$ cat src/rtl/dmpg_pkg.sv
`timescale 1ns / 1ps
// ----------------------------------------------------------------------------
// dmpg_pkg: shared types and constants for the moon phase glyph pipeline
// Field widths, calendar constants, the fixed-point reciprocal of the synodic
// month, the month term table and the illumination threshold table.
// ----------------------------------------------------------------------------
package dmpg_pkg;

	localparam int AGE_BITS = 24;

	localparam int YEAR_W  = 12;
	localparam int MONTH_W = 4;
	localparam int DAY_W   = 5;
	localparam int JDN_W   = 22;
	localparam int IDX_W   = 5;
	localparam int GLYPH_W = 7;
	localparam int LIT_W   = 7;

	// calendar terms
	localparam int YADJ_W   = 14;
	localparam int TERM_M_W = 9;
	localparam int CENT_W   = 7;
	localparam int CENT_SHIFT = 19;
	localparam logic [MONTH_W-1:0] MARCH      = 4'd3;
	localparam logic [YADJ_W-1:0]  YEAR_OFS_A = 14'd4800;
	localparam logic [YADJ_W-1:0]  YEAR_OFS_C = 14'd4900;
	localparam logic [10:0]        DAYS_4Y    = 11'd1461;
	localparam logic [12:0]        CENT_RECIP = 13'd5243;
	localparam logic [JDN_W-1:0]   JDN_OFS    = 22'd32075;

	// moon age: t = 10*jdn - epoch in tenths of a day
	localparam int T_W = 24;
	localparam logic [JDN_W+3:0] EPOCH_TENTHS = 26'd24515501;
	localparam int RECIP_HALF  = 30;
	localparam int RECIP_FRAC  = 2 * RECIP_HALF;
	localparam int RECIP_INT_W = AGE_BITS - 8;
	localparam logic [127:0] RECIP_FULL =
		(128'd100000000 << (RECIP_FRAC + AGE_BITS)) / 128'd29530588853;
	localparam logic [RECIP_INT_W-1:0] RECIP_INT = RECIP_FULL[RECIP_FRAC +: RECIP_INT_W];
	localparam logic [RECIP_HALF-1:0]  RECIP_HI  = RECIP_FULL[RECIP_HALF +: RECIP_HALF];
	localparam logic [RECIP_HALF-1:0]  RECIP_LO  = RECIP_FULL[0 +: RECIP_HALF];
	localparam int PH_W  = T_W + RECIP_HALF + 1;
	localparam int PI_W  = T_W + RECIP_INT_W + 1;
	localparam int SUM_W = RECIP_HALF + AGE_BITS;
	localparam logic [AGE_BITS-1:0] AGE_HALF = AGE_BITS'(1) << (AGE_BITS - 1);

	// phase index and glyph codes
	localparam logic [IDX_W-1:0]   PHASES         = 5'd27;
	localparam logic [IDX_W-1:0]   PHASE_MIRROR   = 5'd28;
	localparam logic [IDX_W-1:0]   PHASE_FULL     = 5'd14;
	localparam logic [IDX_W-1:0]   PHASE_NEW      = 5'd0;
	localparam logic [GLYPH_W-1:0] GLYPH_FULL     = 7'd48;
	localparam logic [GLYPH_W-1:0] GLYPH_NEW      = 7'd49;
	localparam logic [GLYPH_W-1:0] GLYPH_WAX_OFS  = 7'd96;
	localparam logic [GLYPH_W-1:0] GLYPH_WANE_OFS = 7'd95;

	localparam int LIT_ENTRIES = 2 ** LIT_W;
	localparam int LIT_MAX     = 100;
	localparam real PI_RAD     = $acos(-1.0);

	typedef logic [2**MONTH_W-1:0][TERM_M_W-1:0] month_tbl_t;
	typedef logic [LIT_ENTRIES-1:0][AGE_BITS-1:0] lit_tbl_t;

	typedef struct packed {
		logic [JDN_W-1:0]      jdn;
		logic signed [T_W-1:0] t;
	} jdn_req_t;

	typedef struct packed {
		logic [JDN_W-1:0]    jdn;
		logic [AGE_BITS-1:0] age;
	} age_req_t;

	// 367 * (m - 2 - 12a) / 12 for every month code
	function automatic month_tbl_t build_month_tbl();
		month_tbl_t tbl;
		int i;
		int mm;
		for (i = 0; i < 2 ** MONTH_W; i++) begin
			mm = (i < 3) ? i + 10 : i - 2;
			tbl[i] = TERM_M_W'(367 * mm / 12);
		end
		return tbl;
	endfunction

	// smallest folded age reaching each whole percent of illumination
	function automatic lit_tbl_t build_lit_tbl();
		lit_tbl_t tbl;
		real x;
		longint c;
		int k;
		for (k = 0; k < LIT_ENTRIES; k++) begin
			if (k > LIT_MAX) begin
				tbl[k] = '1;
			end else begin
				x = $acos(1.0 - real'(k) / 50.0) / PI_RAD * (2.0 ** (AGE_BITS - 1));
				c = longint'(x);
				if (real'(c) < x) begin
					c = c + 1;
				end
				tbl[k] = AGE_BITS'(c);
			end
		end
		return tbl;
	endfunction

	localparam month_tbl_t MONTH_TERM = build_month_tbl();
	localparam lit_tbl_t   LIT_THR    = build_lit_tbl();

endpackage

$ cat src/rtl/dmpg_if.sv
`timescale 1ns / 1ps
// ----------------------------------------------------------------------------
// dmpg_if: request channels of the moon phase glyph block
// Date requests in, phase results out, each with valid and ready.
// ----------------------------------------------------------------------------
interface dmpg_date_if;
	import dmpg_pkg::*;

	logic               valid;
	logic               ready;
	logic [YEAR_W-1:0]  year;
	logic [MONTH_W-1:0] month;
	logic [DAY_W-1:0]   day;

	modport source (output valid, year, month, day, input ready);
	modport sink   (input valid, year, month, day, output ready);
endinterface

interface dmpg_phase_if;
	import dmpg_pkg::*;

	logic                valid;
	logic                ready;
	logic [JDN_W-1:0]    julian_day;
	logic [AGE_BITS-1:0] age_fraction;
	logic [IDX_W-1:0]    phase_index;
	logic [GLYPH_W-1:0]  glyph_code;
	logic [LIT_W-1:0]    lit_percent;
	logic                waning;

	modport source (output valid, julian_day, age_fraction, phase_index, glyph_code,
		lit_percent, waning, input ready);
	modport sink   (input valid, julian_day, age_fraction, phase_index, glyph_code,
		lit_percent, waning, output ready);
endinterface

$ cat src/rtl/dmpg_jdn.sv
`timescale 1ns / 1ps
// ----------------------------------------------------------------------------
// dmpg_jdn: Julian day number stages
// Three stages: calendar terms, day number sum, day offset from the epoch
// in tenths of a day.
// ----------------------------------------------------------------------------
module dmpg_jdn (
	input  logic               clk,
	input  logic               arst_n,
	dmpg_date_if.sink          date,
	output logic               out_valid,
	input  logic               out_ready,
	output dmpg_pkg::jdn_req_t out_req
);
	import dmpg_pkg::*;

	logic adv1, adv2, adv3;
	logic valid_s1, valid_s2, valid_s3;

	logic                     early;
	logic [YADJ_W-1:0]        ya, yc;
	logic [YADJ_W+10:0]       prod_a;
	logic [YADJ_W+12:0]       prod_c;
	logic [CENT_W-1:0]        cent;
	logic [CENT_W+1:0]        cent3;
	logic [JDN_W+3:0]         tenths;

	logic [JDN_W-1:0]         term_a_s1;
	logic [CENT_W-1:0]        term_c_s1;
	logic [TERM_M_W-1:0]      term_m_s1;
	logic [DAY_W-1:0]         day_s1;
	logic [JDN_W-1:0]         jdn_s2;
	logic [JDN_W-1:0]         jdn_s3;
	logic signed [T_W-1:0]    t_s3;

	assign adv3 = !valid_s3 || out_ready;
	assign adv2 = !valid_s2 || adv3;
	assign adv1 = !valid_s1 || adv2;
	assign date.ready = adv1;

	always_comb begin
		early  = date.month < MARCH;
		ya     = YADJ_W'(date.year) + YEAR_OFS_A - YADJ_W'(early);
		yc     = YADJ_W'(date.year) + YEAR_OFS_C - YADJ_W'(early);
		prod_a = (YADJ_W + 11)'(ya) * (YADJ_W + 11)'(DAYS_4Y);
		prod_c = (YADJ_W + 13)'(yc) * (YADJ_W + 13)'(CENT_RECIP);
		cent   = prod_c[CENT_SHIFT +: CENT_W];
		cent3  = (CENT_W + 2)'({cent, 1'b0}) + (CENT_W + 2)'(cent);
		tenths = (JDN_W + 4)'({jdn_s2, 3'b000}) + (JDN_W + 4)'({jdn_s2, 1'b0})
			- EPOCH_TENTHS;
	end

	always_ff @(posedge clk or negedge arst_n) begin
		if (!arst_n) begin
			valid_s1 <= 1'b0;
			valid_s2 <= 1'b0;
			valid_s3 <= 1'b0;
		end else begin
			if (adv1) begin
				valid_s1 <= date.valid;
			end
			if (adv2) begin
				valid_s2 <= valid_s1;
			end
			if (adv3) begin
				valid_s3 <= valid_s2;
			end
		end
	end

	always_ff @(posedge clk) begin
		if (adv1 && date.valid) begin
			term_a_s1 <= prod_a[JDN_W+1:2];
			term_c_s1 <= cent3[CENT_W+1:2];
			term_m_s1 <= MONTH_TERM[date.month];
			day_s1    <= date.day;
		end
		if (adv2 && valid_s1) begin
			jdn_s2 <= JDN_W'(day_s1) + term_a_s1 + JDN_W'(term_m_s1)
				- JDN_W'(term_c_s1) - JDN_OFS;
		end
		if (adv3 && valid_s2) begin
			jdn_s3 <= jdn_s2;
			t_s3   <= $signed(tenths[T_W-1:0]);
		end
	end

	assign out_valid   = valid_s3;
	assign out_req.jdn = jdn_s3;
	assign out_req.t   = t_s3;

endmodule

$ cat src/rtl/dmpg_age.sv
`timescale 1ns / 1ps
// ----------------------------------------------------------------------------
// dmpg_age: moon age stages
// Multiplies the epoch offset by the reciprocal of the synodic month in
// three partial products, merges them and keeps the fraction bits.
// ----------------------------------------------------------------------------
module dmpg_age (
	input  logic               clk,
	input  logic               arst_n,
	input  logic               in_valid,
	output logic               in_ready,
	input  dmpg_pkg::jdn_req_t in_req,
	output logic               out_valid,
	input  logic               out_ready,
	output dmpg_pkg::age_req_t out_req
);
	import dmpg_pkg::*;

	logic adv4, adv5, adv6;
	logic valid_s4, valid_s5, valid_s6;

	logic signed [PI_W-1:0] prod_int;
	logic signed [PH_W-1:0] prod_hi, prod_lo;

	logic [JDN_W-1:0]       jdn_s4, jdn_s5, jdn_s6;
	logic [AGE_BITS-1:0]    int_s4, int_s5;
	logic signed [PH_W-1:0] hi_s4, lo_s4;
	logic [SUM_W-1:0]       sum_s5;
	logic [AGE_BITS-1:0]    age_s6;

	assign adv6 = !valid_s6 || out_ready;
	assign adv5 = !valid_s5 || adv6;
	assign adv4 = !valid_s4 || adv5;
	assign in_ready = adv4;

	always_comb begin
		prod_int = PI_W'(in_req.t) * PI_W'($signed({1'b0, RECIP_INT}));
		prod_hi  = PH_W'(in_req.t) * PH_W'($signed({1'b0, RECIP_HI}));
		prod_lo  = PH_W'(in_req.t) * PH_W'($signed({1'b0, RECIP_LO}));
	end

	always_ff @(posedge clk or negedge arst_n) begin
		if (!arst_n) begin
			valid_s4 <= 1'b0;
			valid_s5 <= 1'b0;
			valid_s6 <= 1'b0;
		end else begin
			if (adv4) begin
				valid_s4 <= in_valid;
			end
			if (adv5) begin
				valid_s5 <= valid_s4;
			end
			if (adv6) begin
				valid_s6 <= valid_s5;
			end
		end
	end

	always_ff @(posedge clk) begin
		if (adv4 && in_valid) begin
			jdn_s4 <= in_req.jdn;
			int_s4 <= prod_int[AGE_BITS-1:0];
			hi_s4  <= prod_hi;
			lo_s4  <= prod_lo;
		end
		if (adv5 && valid_s4) begin
			jdn_s5 <= jdn_s4;
			int_s5 <= int_s4;
			sum_s5 <= SUM_W'(hi_s4) + SUM_W'(lo_s4 >>> RECIP_HALF);
		end
		if (adv6 && valid_s5) begin
			jdn_s6 <= jdn_s5;
			age_s6 <= sum_s5[RECIP_HALF +: AGE_BITS] + int_s5;
		end
	end

	assign out_valid   = valid_s6;
	assign out_req.jdn = jdn_s6;
	assign out_req.age = age_s6;

endmodule

$ cat src/rtl/dmpg_phase.sv
`timescale 1ns / 1ps
// ----------------------------------------------------------------------------
// dmpg_phase: phase index, glyph and illumination stages
// Rounds the age to a phase index, mirrors it for the southern hemisphere,
// picks the glyph and finds the illuminated percentage by a binary search
// of the threshold table spread over three stages.
// ----------------------------------------------------------------------------
module dmpg_phase (
	input  logic               clk,
	input  logic               arst_n,
	input  logic               in_valid,
	output logic               in_ready,
	input  dmpg_pkg::age_req_t in_req,
	input  logic               south,
	dmpg_phase_if.source       phase
);
	import dmpg_pkg::*;

	logic adv7, adv8, adv9, adv10;
	logic valid_s7, valid_s8, valid_s9, valid_s10;

	logic [AGE_BITS+IDX_W-1:0] prod27;
	logic [IDX_W-1:0]          idx_c;
	logic [GLYPH_W-1:0]        glyph_c;

	logic [JDN_W-1:0]    jdn_s7, jdn_s8, jdn_s9, jdn_s10;
	logic [AGE_BITS-1:0] age_s7, age_s8, age_s9, age_s10;
	logic [AGE_BITS-1:0] fold_s7, fold_s8, fold_s9;
	logic [IDX_W-1:0]    idx_s7, idx_s8, idx_s9, idx_s10;
	logic [GLYPH_W-1:0]  glyph_s8, glyph_s9, glyph_s10;
	logic [LIT_W-1:0]    lit_s8, lit_s9, lit_s10;
	logic                waning_s7, waning_s8, waning_s9, waning_s10;

	function automatic logic [LIT_W-1:0] lit_refine(
		input logic [AGE_BITS-1:0] fold,
		input logic [LIT_W-1:0]    lit_in,
		input int                  hi,
		input int                  lo
	);
		logic [LIT_W-1:0] lit;
		logic [LIT_W-1:0] cand;
		lit = lit_in;
		for (int b = hi; b >= lo; b--) begin
			cand = lit | (LIT_W'(1) << b);
			if (fold >= LIT_THR[cand]) begin
				lit = cand;
			end
		end
		return lit;
	endfunction

	assign adv10 = !valid_s10 || phase.ready;
	assign adv9  = !valid_s9 || adv10;
	assign adv8  = !valid_s8 || adv9;
	assign adv7  = !valid_s7 || adv8;
	assign in_ready = adv7;

	always_comb begin
		prod27 = (AGE_BITS + IDX_W)'(in_req.age) * (AGE_BITS + IDX_W)'(PHASES)
			+ (AGE_BITS + IDX_W)'(AGE_HALF);
		idx_c = (south && idx_s7 != PHASE_NEW) ? PHASE_MIRROR - idx_s7 : idx_s7;
		priority if (idx_c == PHASE_FULL) begin
			glyph_c = GLYPH_FULL;
		end else if (idx_c == PHASE_NEW) begin
			glyph_c = GLYPH_NEW;
		end else if (idx_c < PHASE_FULL) begin
			glyph_c = GLYPH_W'(idx_c) + GLYPH_WAX_OFS;
		end else begin
			glyph_c = GLYPH_W'(idx_c) + GLYPH_WANE_OFS;
		end
	end

	always_ff @(posedge clk or negedge arst_n) begin
		if (!arst_n) begin
			valid_s7  <= 1'b0;
			valid_s8  <= 1'b0;
			valid_s9  <= 1'b0;
			valid_s10 <= 1'b0;
		end else begin
			if (adv7) begin
				valid_s7 <= in_valid;
			end
			if (adv8) begin
				valid_s8 <= valid_s7;
			end
			if (adv9) begin
				valid_s9 <= valid_s8;
			end
			if (adv10) begin
				valid_s10 <= valid_s9;
			end
		end
	end

	always_ff @(posedge clk) begin
		if (adv7 && in_valid) begin
			jdn_s7    <= in_req.jdn;
			age_s7    <= in_req.age;
			idx_s7    <= prod27[AGE_BITS +: IDX_W];
			fold_s7   <= in_req.age[AGE_BITS-1] ? AGE_BITS'(0) - in_req.age : in_req.age;
			waning_s7 <= in_req.age[AGE_BITS-1];
		end
		if (adv8 && valid_s7) begin
			jdn_s8    <= jdn_s7;
			age_s8    <= age_s7;
			fold_s8   <= fold_s7;
			idx_s8    <= idx_c;
			glyph_s8  <= glyph_c;
			lit_s8    <= lit_refine(fold_s7, '0, LIT_W - 1, LIT_W - 3);
			waning_s8 <= waning_s7;
		end
		if (adv9 && valid_s8) begin
			jdn_s9    <= jdn_s8;
			age_s9    <= age_s8;
			fold_s9   <= fold_s8;
			idx_s9    <= idx_s8;
			glyph_s9  <= glyph_s8;
			lit_s9    <= lit_refine(fold_s8, lit_s8, LIT_W - 4, LIT_W - 5);
			waning_s9 <= waning_s8;
		end
		if (adv10 && valid_s9) begin
			jdn_s10    <= jdn_s9;
			age_s10    <= age_s9;
			idx_s10    <= idx_s9;
			glyph_s10  <= glyph_s9;
			lit_s10    <= lit_refine(fold_s9, lit_s9, LIT_W - 6, 0);
			waning_s10 <= waning_s9;
		end
	end

	assign phase.valid        = valid_s10;
	assign phase.julian_day   = jdn_s10;
	assign phase.age_fraction = age_s10;
	assign phase.phase_index  = idx_s10;
	assign phase.glyph_code   = glyph_s10;
	assign phase.lit_percent  = lit_s10;
	assign phase.waning       = waning_s10;

endmodule

$ cat src/rtl/date_to_moon_phase_glyph.sv
`timescale 1ns / 1ps
// ----------------------------------------------------------------------------
// date_to_moon_phase_glyph: Gregorian date to moon phase glyph
// Julian day number, moon age fraction, phase index, font glyph,
// illuminated percentage and waning flag for one date per request.
//
//  channel   dir  handshake            payload
//  date      in   valid / ready        year, month, day
//  phase     out  valid / ready        julian_day, age_fraction, phase_index,
//                                      glyph_code, lit_percent, waning
//  cfg       in   cfg_wr_en            cfg_wr_data (southern hemisphere)
//
// One request per cycle while the output is not stalled; each result passes
// through every register stage of the ten-stage pipeline in order.
// Each stage advances when it is empty or the next one advances, so bubbles
// close up and a stalled output holds every stage in place.
// Reset clears the stage valid bits and the hemisphere register.
// ----------------------------------------------------------------------------
module date_to_moon_phase_glyph (
	input  logic         clk,
	input  logic         arst_n,
	input  logic         cfg_wr_en,
	input  logic         cfg_wr_data,
	dmpg_date_if.sink    date,
	dmpg_phase_if.source phase
);
	import dmpg_pkg::*;

	logic     southern_q;
	logic     jdn_valid, jdn_ready;
	jdn_req_t jdn_req;
	logic     age_valid, age_ready;
	age_req_t age_req;

	always_ff @(posedge clk or negedge arst_n) begin
		if (!arst_n) begin
			southern_q <= 1'b0;
		end else if (cfg_wr_en) begin
			southern_q <= cfg_wr_data;
		end
	end

	dmpg_jdn u_jdn (
		.clk       (clk),
		.arst_n    (arst_n),
		.date      (date),
		.out_valid (jdn_valid),
		.out_ready (jdn_ready),
		.out_req   (jdn_req)
	);

	dmpg_age u_age (
		.clk       (clk),
		.arst_n    (arst_n),
		.in_valid  (jdn_valid),
		.in_ready  (jdn_ready),
		.in_req    (jdn_req),
		.out_valid (age_valid),
		.out_ready (age_ready),
		.out_req   (age_req)
	);

	dmpg_phase u_phase (
		.clk      (clk),
		.arst_n   (arst_n),
		.in_valid (age_valid),
		.in_ready (age_ready),
		.in_req   (age_req),
		.south    (southern_q),
		.phase    (phase)
	);

endmodule

$ cat src/flat_wrapper.sv
// flat-port wrapper written by rule: the top's interface ports become plain ports
module date_to_moon_phase_glyph_flat import dmpg_pkg::*;
  (clk, arst_n, cfg_wr_en, cfg_wr_data, date_valid, date_year, date_month, date_day, date_ready, phase_valid, phase_julian_day, phase_age_fraction, phase_phase_index, phase_glyph_code, phase_lit_percent, phase_waning, phase_ready);
  dmpg_date_if date_i ();
  dmpg_phase_if phase_i ();
  input  logic clk;
  input  logic arst_n;
  input  logic cfg_wr_en;
  input  logic cfg_wr_data;
  input wire logic [$bits(date_i.valid)-1:0] date_valid;
  input wire logic [$bits(date_i.year)-1:0] date_year;
  input wire logic [$bits(date_i.month)-1:0] date_month;
  input wire logic [$bits(date_i.day)-1:0] date_day;
  output wire logic [$bits(date_i.ready)-1:0] date_ready;
  output wire logic [$bits(phase_i.valid)-1:0] phase_valid;
  output wire logic [$bits(phase_i.julian_day)-1:0] phase_julian_day;
  output wire logic [$bits(phase_i.age_fraction)-1:0] phase_age_fraction;
  output wire logic [$bits(phase_i.phase_index)-1:0] phase_phase_index;
  output wire logic [$bits(phase_i.glyph_code)-1:0] phase_glyph_code;
  output wire logic [$bits(phase_i.lit_percent)-1:0] phase_lit_percent;
  output wire logic [$bits(phase_i.waning)-1:0] phase_waning;
  input wire logic [$bits(phase_i.ready)-1:0] phase_ready;
  assign date_i.valid = date_valid;
  assign date_i.year = date_year;
  assign date_i.month = date_month;
  assign date_i.day = date_day;
  assign date_ready = date_i.ready;
  assign phase_valid = phase_i.valid;
  assign phase_julian_day = phase_i.julian_day;
  assign phase_age_fraction = phase_i.age_fraction;
  assign phase_phase_index = phase_i.phase_index;
  assign phase_glyph_code = phase_i.glyph_code;
  assign phase_lit_percent = phase_i.lit_percent;
  assign phase_waning = phase_i.waning;
  assign phase_i.ready = phase_ready;
  date_to_moon_phase_glyph u_core (.clk(clk), .arst_n(arst_n), .cfg_wr_en(cfg_wr_en), .cfg_wr_data(cfg_wr_data), .date(date_i), .phase(phase_i));
endmodule
$ cat config.mk
export PLATFORM = sky130hd
export DESIGN_NAME = date_to_moon_phase_glyph_flat
export DESIGN_NICKNAME = d
export VERILOG_FILES = /design/src/rtl/dmpg_pkg.sv /design/src/rtl/dmpg_if.sv /design/src/rtl/dmpg_jdn.sv /design/src/rtl/dmpg_age.sv /design/src/rtl/dmpg_phase.sv /design/src/rtl/date_to_moon_phase_glyph.sv /design/src/flat_wrapper.sv
export SDC_FILE = /design/constraint.sdc
export NUM_CORES = 2
export LEC_CHECK = 0
export BUFFER_PORTS_ARGS = -buffer_cell sky130_fd_sc_hd__buf_2
export CAP_MARGIN = 0
export CORE_UTILIZATION = 39
export DETAILED_ROUTE_END_ITERATION = 6
export GPL_ROUTABILITY_DRIVEN = 0
export PLACE_DENSITY = 0.52
export SETUP_SLACK_MARGIN = 0.2
export SYNTH_ARGS = -nofsm -noshare
export SYNTH_HDL_FRONTEND = slang
export SYNTH_HIERARCHICAL = 1
export SYNTH_SLANG_ARGS = --single-unit
$ cat constraint.sdc
create_clock -name clk -period 19.87 [get_ports clk]
set_input_delay 1.987 -clock clk [delete_from_list [all_inputs] [get_ports clk]]
set_output_delay 1.987 -clock clk [all_outputs]
set_load 0.01 [all_outputs]
Word level (Yosys, flattened, before mapping)
Memories as Yosys holds them, arrays and structs flattened. A register that Yosys moved wholly into a read port is not among the register bits.
Cells that the tools add are included.
Cells by class
  $add $sub $neg: 18
  multiply operators: 6
  $lt $le $gt $ge: 15
  equality and inequality tests: 1
  muxes and demuxes: 18
  reduce and logical (&&, ||, !) cells: 34
Operators with widths (count)
  >= comparator 24 bit: 6
  two-way mux 24 bit: 6
  adder 49 x 25 -> 50 bit: 1
  multiplier 24 x 26 -> 50 bit, second input constant: 1
  multiplier 24 x 25 -> 49 bit, second input constant: 1
  less-than comparator 7 x 8 -> 1 bit, second input constant: 6
  two-way mux 7 bit: 6
  adder 29 x 24 -> 29 bit, second input constant: 1
  multiplier 24 x 5 -> 29 bit, second input constant: 1
  adder 12 x 13 -> 14 bit, second input constant: 2
  subtractor 14 x 1 -> 14 bit: 2
  multiplier 14 x 13 -> 26 bit, second input constant: 1
  adder 24 x 23 -> 24 bit: 1
  adder 24 bit: 1
  >= comparator 24 x 23 -> 1 bit, second input constant: 1
  multiplier 14 x 11 -> 24 bit, second input constant: 1
  multiplier 24 x 17 -> 24 bit, second input constant: 1
  subtractor 1 x 24 -> 24 bit, first input constant: 1
  subtractor 24 x 23 -> 24 bit, second input constant: 1
  two-way mux 23 bit: 1
  adder 22 x 9 -> 22 bit: 1
  adder 5 x 22 -> 22 bit: 1
  subtractor 22 x 15 -> 22 bit, second input constant: 1
  subtractor 22 x 7 -> 22 bit: 1
  18 further kinds: 46
Storage, ports and cells
  register bits after elaboration: 726
  ROM bits: 9360
  input port bits: 27
  output and inout port bits: 68
  word-level logic and storage cells: 155
  memories: 7
Memory list
  (no name shown): words 64, bits a word 24, read ports 1, clocked after Yosys merged registers in 0, write ports 0, RTL line dmpg_phase.sv:45  | if (fold >= LIT_THR[cand]) begin
  (no name shown): words 64, bits a word 24, read ports 1, clocked after Yosys merged registers in 0, write ports 0, RTL line dmpg_phase.sv:45
  (no name shown): words 64, bits a word 24, read ports 1, clocked after Yosys merged registers in 0, write ports 0, RTL line dmpg_phase.sv:45
  (no name shown): words 64, bits a word 24, read ports 1, clocked after Yosys merged registers in 0, write ports 0, RTL line dmpg_phase.sv:45
  (no name shown): words 64, bits a word 24, read ports 1, clocked after Yosys merged registers in 0, write ports 0, RTL line dmpg_phase.sv:45
  (no name shown): words 64, bits a word 24, read ports 1, clocked after Yosys merged registers in 0, write ports 0, RTL line dmpg_phase.sv:45
  +1 memories

Logic depth before layout (Yosys ltp)
  depth in word-level cells: 14
  gate-level depth with buffers: 38
  depth with buffers taken out: 38

Hierarchy
Netlist, hierarchy kept.
By module, submodules not included
  dmpg_age: instances 1, cells an instance 2928, area an instance 32563.7 µm², seq. area each 7011.7 µm²
  dmpg_phase: instances 1, cells an instance 1538, area an instance 18490.2 µm², seq. area each 9379.0 µm²
  dmpg_jdn: instances 1, cells an instance 1323, area an instance 13853.3 µm², seq. area each 3378.2 µm²
  date_to_moon_phase_glyph: instances 1, cells an instance 2, area an instance 40.0 µm², seq. area each 25.0 µm²

Worst setup path before layout
No wires, ideal clock.
  kind: input to register
  from: input port date_month[3]
  to: register u_core.u_jdn.term_c_s1[5] (data pin)
  setup time: 0.257 ns
  data arrival time: 9.610 ns
  data required time: 19.613 ns
  path slack: 10.003 ns
  stages: 35
  buffers on the path: 1
  path through: clkbuf_1 -> nor3_1 -> ha_1 -> inv_1 -> ha_1 -> inv_1 -> fa_1 -> nand2b_1 -> a21oi_1 -> o31ai_1 -> a21oi_2 -> or2_2 -> xnor2_1 -> inv_1 -> fa_1 -> inv_1 -> ha_1 -> fa_1 -> fa_1 -> inv_1 -> fa_1 -> inv_1 -> ha_1 -> nand4_1 -> a211oi_2 -> o22ai_2 -> a211o_1 -> and2_4 -> a211oi_4 -> inv_2 -> ha_1 -> o21ai_0 -> o31a_1 -> nand3b_1 -> a32o_1
On the way
  word-level cells in the longest chain between the ends: 4
Ends and longest elaborated chain
  from (decl): RTL line flat_wrapper.sv:12  | input wire logic [$bits(date_i.month)-1:0] date_month;
  less-than comparator 4 x 2 -> 1 bit: RTL line dmpg_jdn.sv:42  | early = date.month < MARCH;
  subtractor 14 x 1 -> 14 bit: RTL line dmpg_jdn.sv:44  | yc = YADJ_W'(date.year) + YEAR_OFS_C - YADJ_W'(early);
  multiplier 14 x 13 -> 26 bit: RTL line dmpg_jdn.sv:46  | prod_c = (YADJ_W + 13)'(yc) * (YADJ_W + 13)'(CENT_RECIP);
  adder 8 x 7 -> 9 bit: RTL line dmpg_jdn.sv:48  | cent3 = (CENT_W + 2)'({cent, 1'b0}) + (CENT_W + 2)'(cent);
  via u_core.u_jdn.cent3[7]: RTL line dmpg_jdn.sv:25  | logic [CENT_W+1:0] cent3;
  to (signal assigned): RTL line dmpg_jdn.sv:74  | term_c_s1 <= cent3[CENT_W+1:2];
  to (decl): RTL line dmpg_jdn.sv:29  | logic [CENT_W-1:0] term_c_s1;
The timed path passes the listed nets, and every way through them passes these cells.
A chain may end at the register's enable or synchronous reset.

Worst setup path after layout
  from: input port date_month[1]
  to: register u_core.u_jdn.term_c_s1[5] (data pin)
The elaborated chain is that of the path after synthesis.

==> metrics.txt <==
iteration count of the initial detailed-routing pass=7; IO Count=95; Post-Syn Instances=5,791; post-synthesis cell type with the largest combined area=sky130_fd_sc_hd__edfxtp_1; vias after detailed routing=42,500; dominant synthesized flop cell=sky130_fd_sc_hd__edfxtp_1; Post-layout nets=7,776; transition time of the tightest slew-check pin=1170 ps; count of cells resized by post-cts repair=0; Max-Cap Viols=0; Clock transition at path regs=60 ps; Worst path max stage delay=690 ps; worst path buffer plus inverter count=8; violated checks=design-rule violations; area growth from synthesis to layout=9.20%; sinks on the clock net=661; startpoint class of the critical path=input pin; Tightest Hold Check Type=reg2reg; sequential cell area in the final layout=19,800 µm²; number of DRC violations after detailed-routing iteration 0=3,089; # Post-CTS Setup Buffers=0; proportion of layout cells with a drive suffix above 1=0.0586; crit path capture type=flip-flop; Max Slew Vio Count=0; unique cell type count in the Yosys netlist=113; final critical-path required period=10,390 ps; number of placement rows=149; detailed-route wire length=174 mm; final setup vio count=0; area used by multi-input combinational logic=40,700 µm²; buffer levels on the longest clock path=3; area of the die=168,000 µm²; number of buffers inserted by hold repair at cts=0; core area=165,000 µm²; average routed wire per standard cell=21.2 µm; fraction of met3 tracks used by global routing=0.0310; later-pin clock latency in the skew report=680 ps; TritonCTS buffer count=78; number of enable flip-flop cells after synthesis=650; leftover overflow at the end of global routing=0; x dimension of the die=410 µm; number of hold violations in the final report=0; Final Skew=51.5 ps; residual antenna-violating net count after detailed routing=0; Synth Register Bits=661; clock root cell=sky130_fd_sc_hd__clkbuf_16; critical path's slowest cell=sky130_fd_sc_hd__xnor2_1; number of buffers added on ports=94; leading cell types by total area after synthesis=sky130_fd_sc_hd__edfxtp_1 (30%), sky130_fd_sc_hd__ha_1 (22%), sky130_fd_sc_hd__fa_1 (20%), sky130_fd_sc_hd__inv_1 (6.5%), sky130_fd_sc_hd__xnor2_1 (2.6%); wire length of the first global-routing pass=267 mm; cell occurring most often along the worst timing path=sky130_fd_sc_hd__inv_1; sequential area share after synthesis=0.305; Crit Path Class=in2reg; Most Crowded Layer GR=met2; Filler Cells Inserted=15,700; die span in y=410 µm; Post-Synthesis Net Count=7,618; count of synthesis-stage warnings from yosys=6; fraction of post-synthesis cell area in the top cell type by area=0.301; GR Util met1=0.277; Total Routing Usage GR=0.210; setup repair after global routing missed its margin=no; aggregate negative setup slack=0 ps; final period utilization=0.523; remaining design rule violation count=18; maximum number of pins on one net before global-route repair=88; Peak Freq=96.2 MHz; normalized max-slew margin=0.222; post-synthesis async set-or-reset flop share=0.0166; starting utilization of the core area=0.393; met2 GRT Util=0.351; TritonCTS clock tree=built; vias in the first global route=43,900; Worst Path Arrival=10,800 ps; worst-path maximum fanout=9; half-perimeter wire length after placement=141 mm; drt via density=5.18; run status=finished, violations left; antenna violations before repair=1; Crit path required time=20,280 ps; Syn Std Cell Area=64,900 µm²; dominant delay contributor by cell family on the critical path=adder cells; Mean Syn Cell Area=11.2 µm²; deepest level of the CTS H-tree=3
==> sequential cells by signal, summed over array words and instances, names as in the netlist, 23 cells and up <==
register,flops
u_core/u_age/hi_s4,48
u_core/u_age/lo_s4,25
u_core/u_age/age_s6,24
u_core/u_age/int_s4,24
u_core/u_age/int_s5,24
u_core/u_phase/age_s7,24
u_core/u_phase/age_s8,24
u_core/u_phase/age_s9,24
u_core/u_phase/phase.age_fraction,24
u_core/u_jdn/t_s3,23
u_core/u_phase/fold_s7,23
u_core/u_phase/fold_s8,23
u_core/u_phase/fold_s9,23
==> placed cells by master (no fill, tap or decap), types with 69 or more instances in the layout <==
cell type                   instances
sky130_fd_sc_hd__xnor2_1          192
sky130_fd_sc_hd__nand2_1          215
sky130_fd_sc_hd__nand3_1           77
sky130_fd_sc_hd__ha_1            1159
sky130_fd_sc_hd__edfxtp_1         650
sky130_fd_sc_hd__buf_2             94
sky130_fd_sc_hd__xor2_1            69
sky130_fd_sc_hd__inv_1           1121
sky130_fd_sc_hd__a21oi_1          286
sky130_fd_sc_hd__o21ai_0          172
sky130_fd_sc_hd__clkbuf_16         78
sky130_fd_sc_hd__nor2_1           220
sky130_fd_sc_hd__a21o_1           113
sky130_fd_sc_hd__fa_1             641
==> cell type report <==
cell class	instances	area share
Clock buffer	94	0.0289
Sequential cell	661	0.279
Multi-Input combinational cell	3940	0.574
Tap cell	2189	0.0386
Timing Repair Buffer	143	0.0118
Antenna cell	2	0.0000706
Inverter	1125	0.0595
Clock inverter	43	0.00820
==> per-layer routing <==
metal  vias up  share of wire
li1      20200              -
met1     20900           0.44
met2      1070           0.48
met3       278          0.050
met4         0          0.035
met5         -              0
==> per-stage QoR <==
stage                     hold slack (ps)  instance area, µm²  instances   util  setup WS, ps
after floorplan                       400               64900       5791      -         10000
after global placement                400               68300       8058  0.413          8870
after detailed placement              405               68300       8058  0.413          8720
after CTS                             383               70900       8195  0.429          9390
after global routing                  393               70900       8196  0.429          8740
final                                 390               70900       8197  0.429          9480
==> worst paths after layout <==
kind | cells after the start | from | to | slack, ps
setup / recovery | 36 | date_month[1] | u_core/u_jdn/term_c_s1[5]$_DFFE_PP_ | 9480
hold / removal | 0 | u_core/u_age/jdn_s5[15]$_DFFE_PP_ | u_core/u_age/jdn_s6[15]$_DFFE_PP_ | 390
min in group asynchronous | 1 | arst_n | u_core/u_phase/valid_s9$_DFFE_PN0P_ | 1170
hold reg to reg | 0 | u_core/u_age/jdn_s5[15]$_DFFE_PP_ | u_core/u_age/jdn_s6[15]$_DFFE_PP_ | 390
max in group asynchronous | 1 | arst_n | u_core/u_jdn/out_valid$_DFFE_PN0P_ | 18460
setup reg to reg | 22 | u_core/u_jdn/t_s3[5]$_DFFE_PP_ | u_core/u_age/lo_s4[48]$_DFFE_PP_ | 11290
==> cells by family (layout without fill, tap and decap cells) <==
family | Yosys count | after routing | share of synthesized area
and+or+nand+nor | 869 | 869 | 0.0662
buffers and inverters | 1190 | 1405 | 0.0691
adders and majority gates | 1800 | 1800 | 0.421
DFF | 661 | 661 | 0.305
muxes | 15 | 15 | 0.00277
xor gates and xnor gates | 262 | 262 | 0.0354
AOI/OAI and AO/OA | 992 | 992 | 0.101
other | 2 | 4 | 0.000116
==> worst reg2reg max path, cell delays in order (launching register included) <==
cell and delay (ps):
sky130_fd_sc_hd__edfxtp_1 360, sky130_fd_sc_hd__buf_4 250, sky130_fd_sc_hd__fa_1 1030, sky130_fd_sc_hd__inv_1 390, sky130_fd_sc_hd__fa_1 530, sky130_fd_sc_hd__inv_1 210, sky130_fd_sc_hd__fa_1 500, sky130_fd_sc_hd__fa_1 440
sky130_fd_sc_hd__fa_1 500, sky130_fd_sc_hd__fa_1 500, sky130_fd_sc_hd__inv_1 60, sky130_fd_sc_hd__fa_1 530, sky130_fd_sc_hd__inv_1 50, sky130_fd_sc_hd__ha_1 300, sky130_fd_sc_hd__a21oi_1 70, sky130_fd_sc_hd__nor2b_1 310
sky130_fd_sc_hd__o31ai_1 150, sky130_fd_sc_hd__a221oi_1 600, sky130_fd_sc_hd__o22ai_1 370, sky130_fd_sc_hd__o31ai_1 480, sky130_fd_sc_hd__a21oi_2 160, sky130_fd_sc_hd__or4_1 430, sky130_fd_sc_hd__o2111ai_1 150
==> synth_stat cells, drive strengths merged, types with 25 or more instances <==
cell type	n
ha	1159
inv	1122
nand2b	45
xor2	69
xnor2	193
nor2	222
clkbuf	45
a21o	115
o21a	38
o211ai	36
nor2b	51
a31oi	45
fa	641
and3	38
nor3	63
and2	25
o21ai	201
nand2	216
a21oi	293
a211oi	53
edfxtp	650
nand4	43
nand3	78
Power is not shown: default switching activity piles up to over one toggle a cycle in this logic, so the estimate is an artifact.
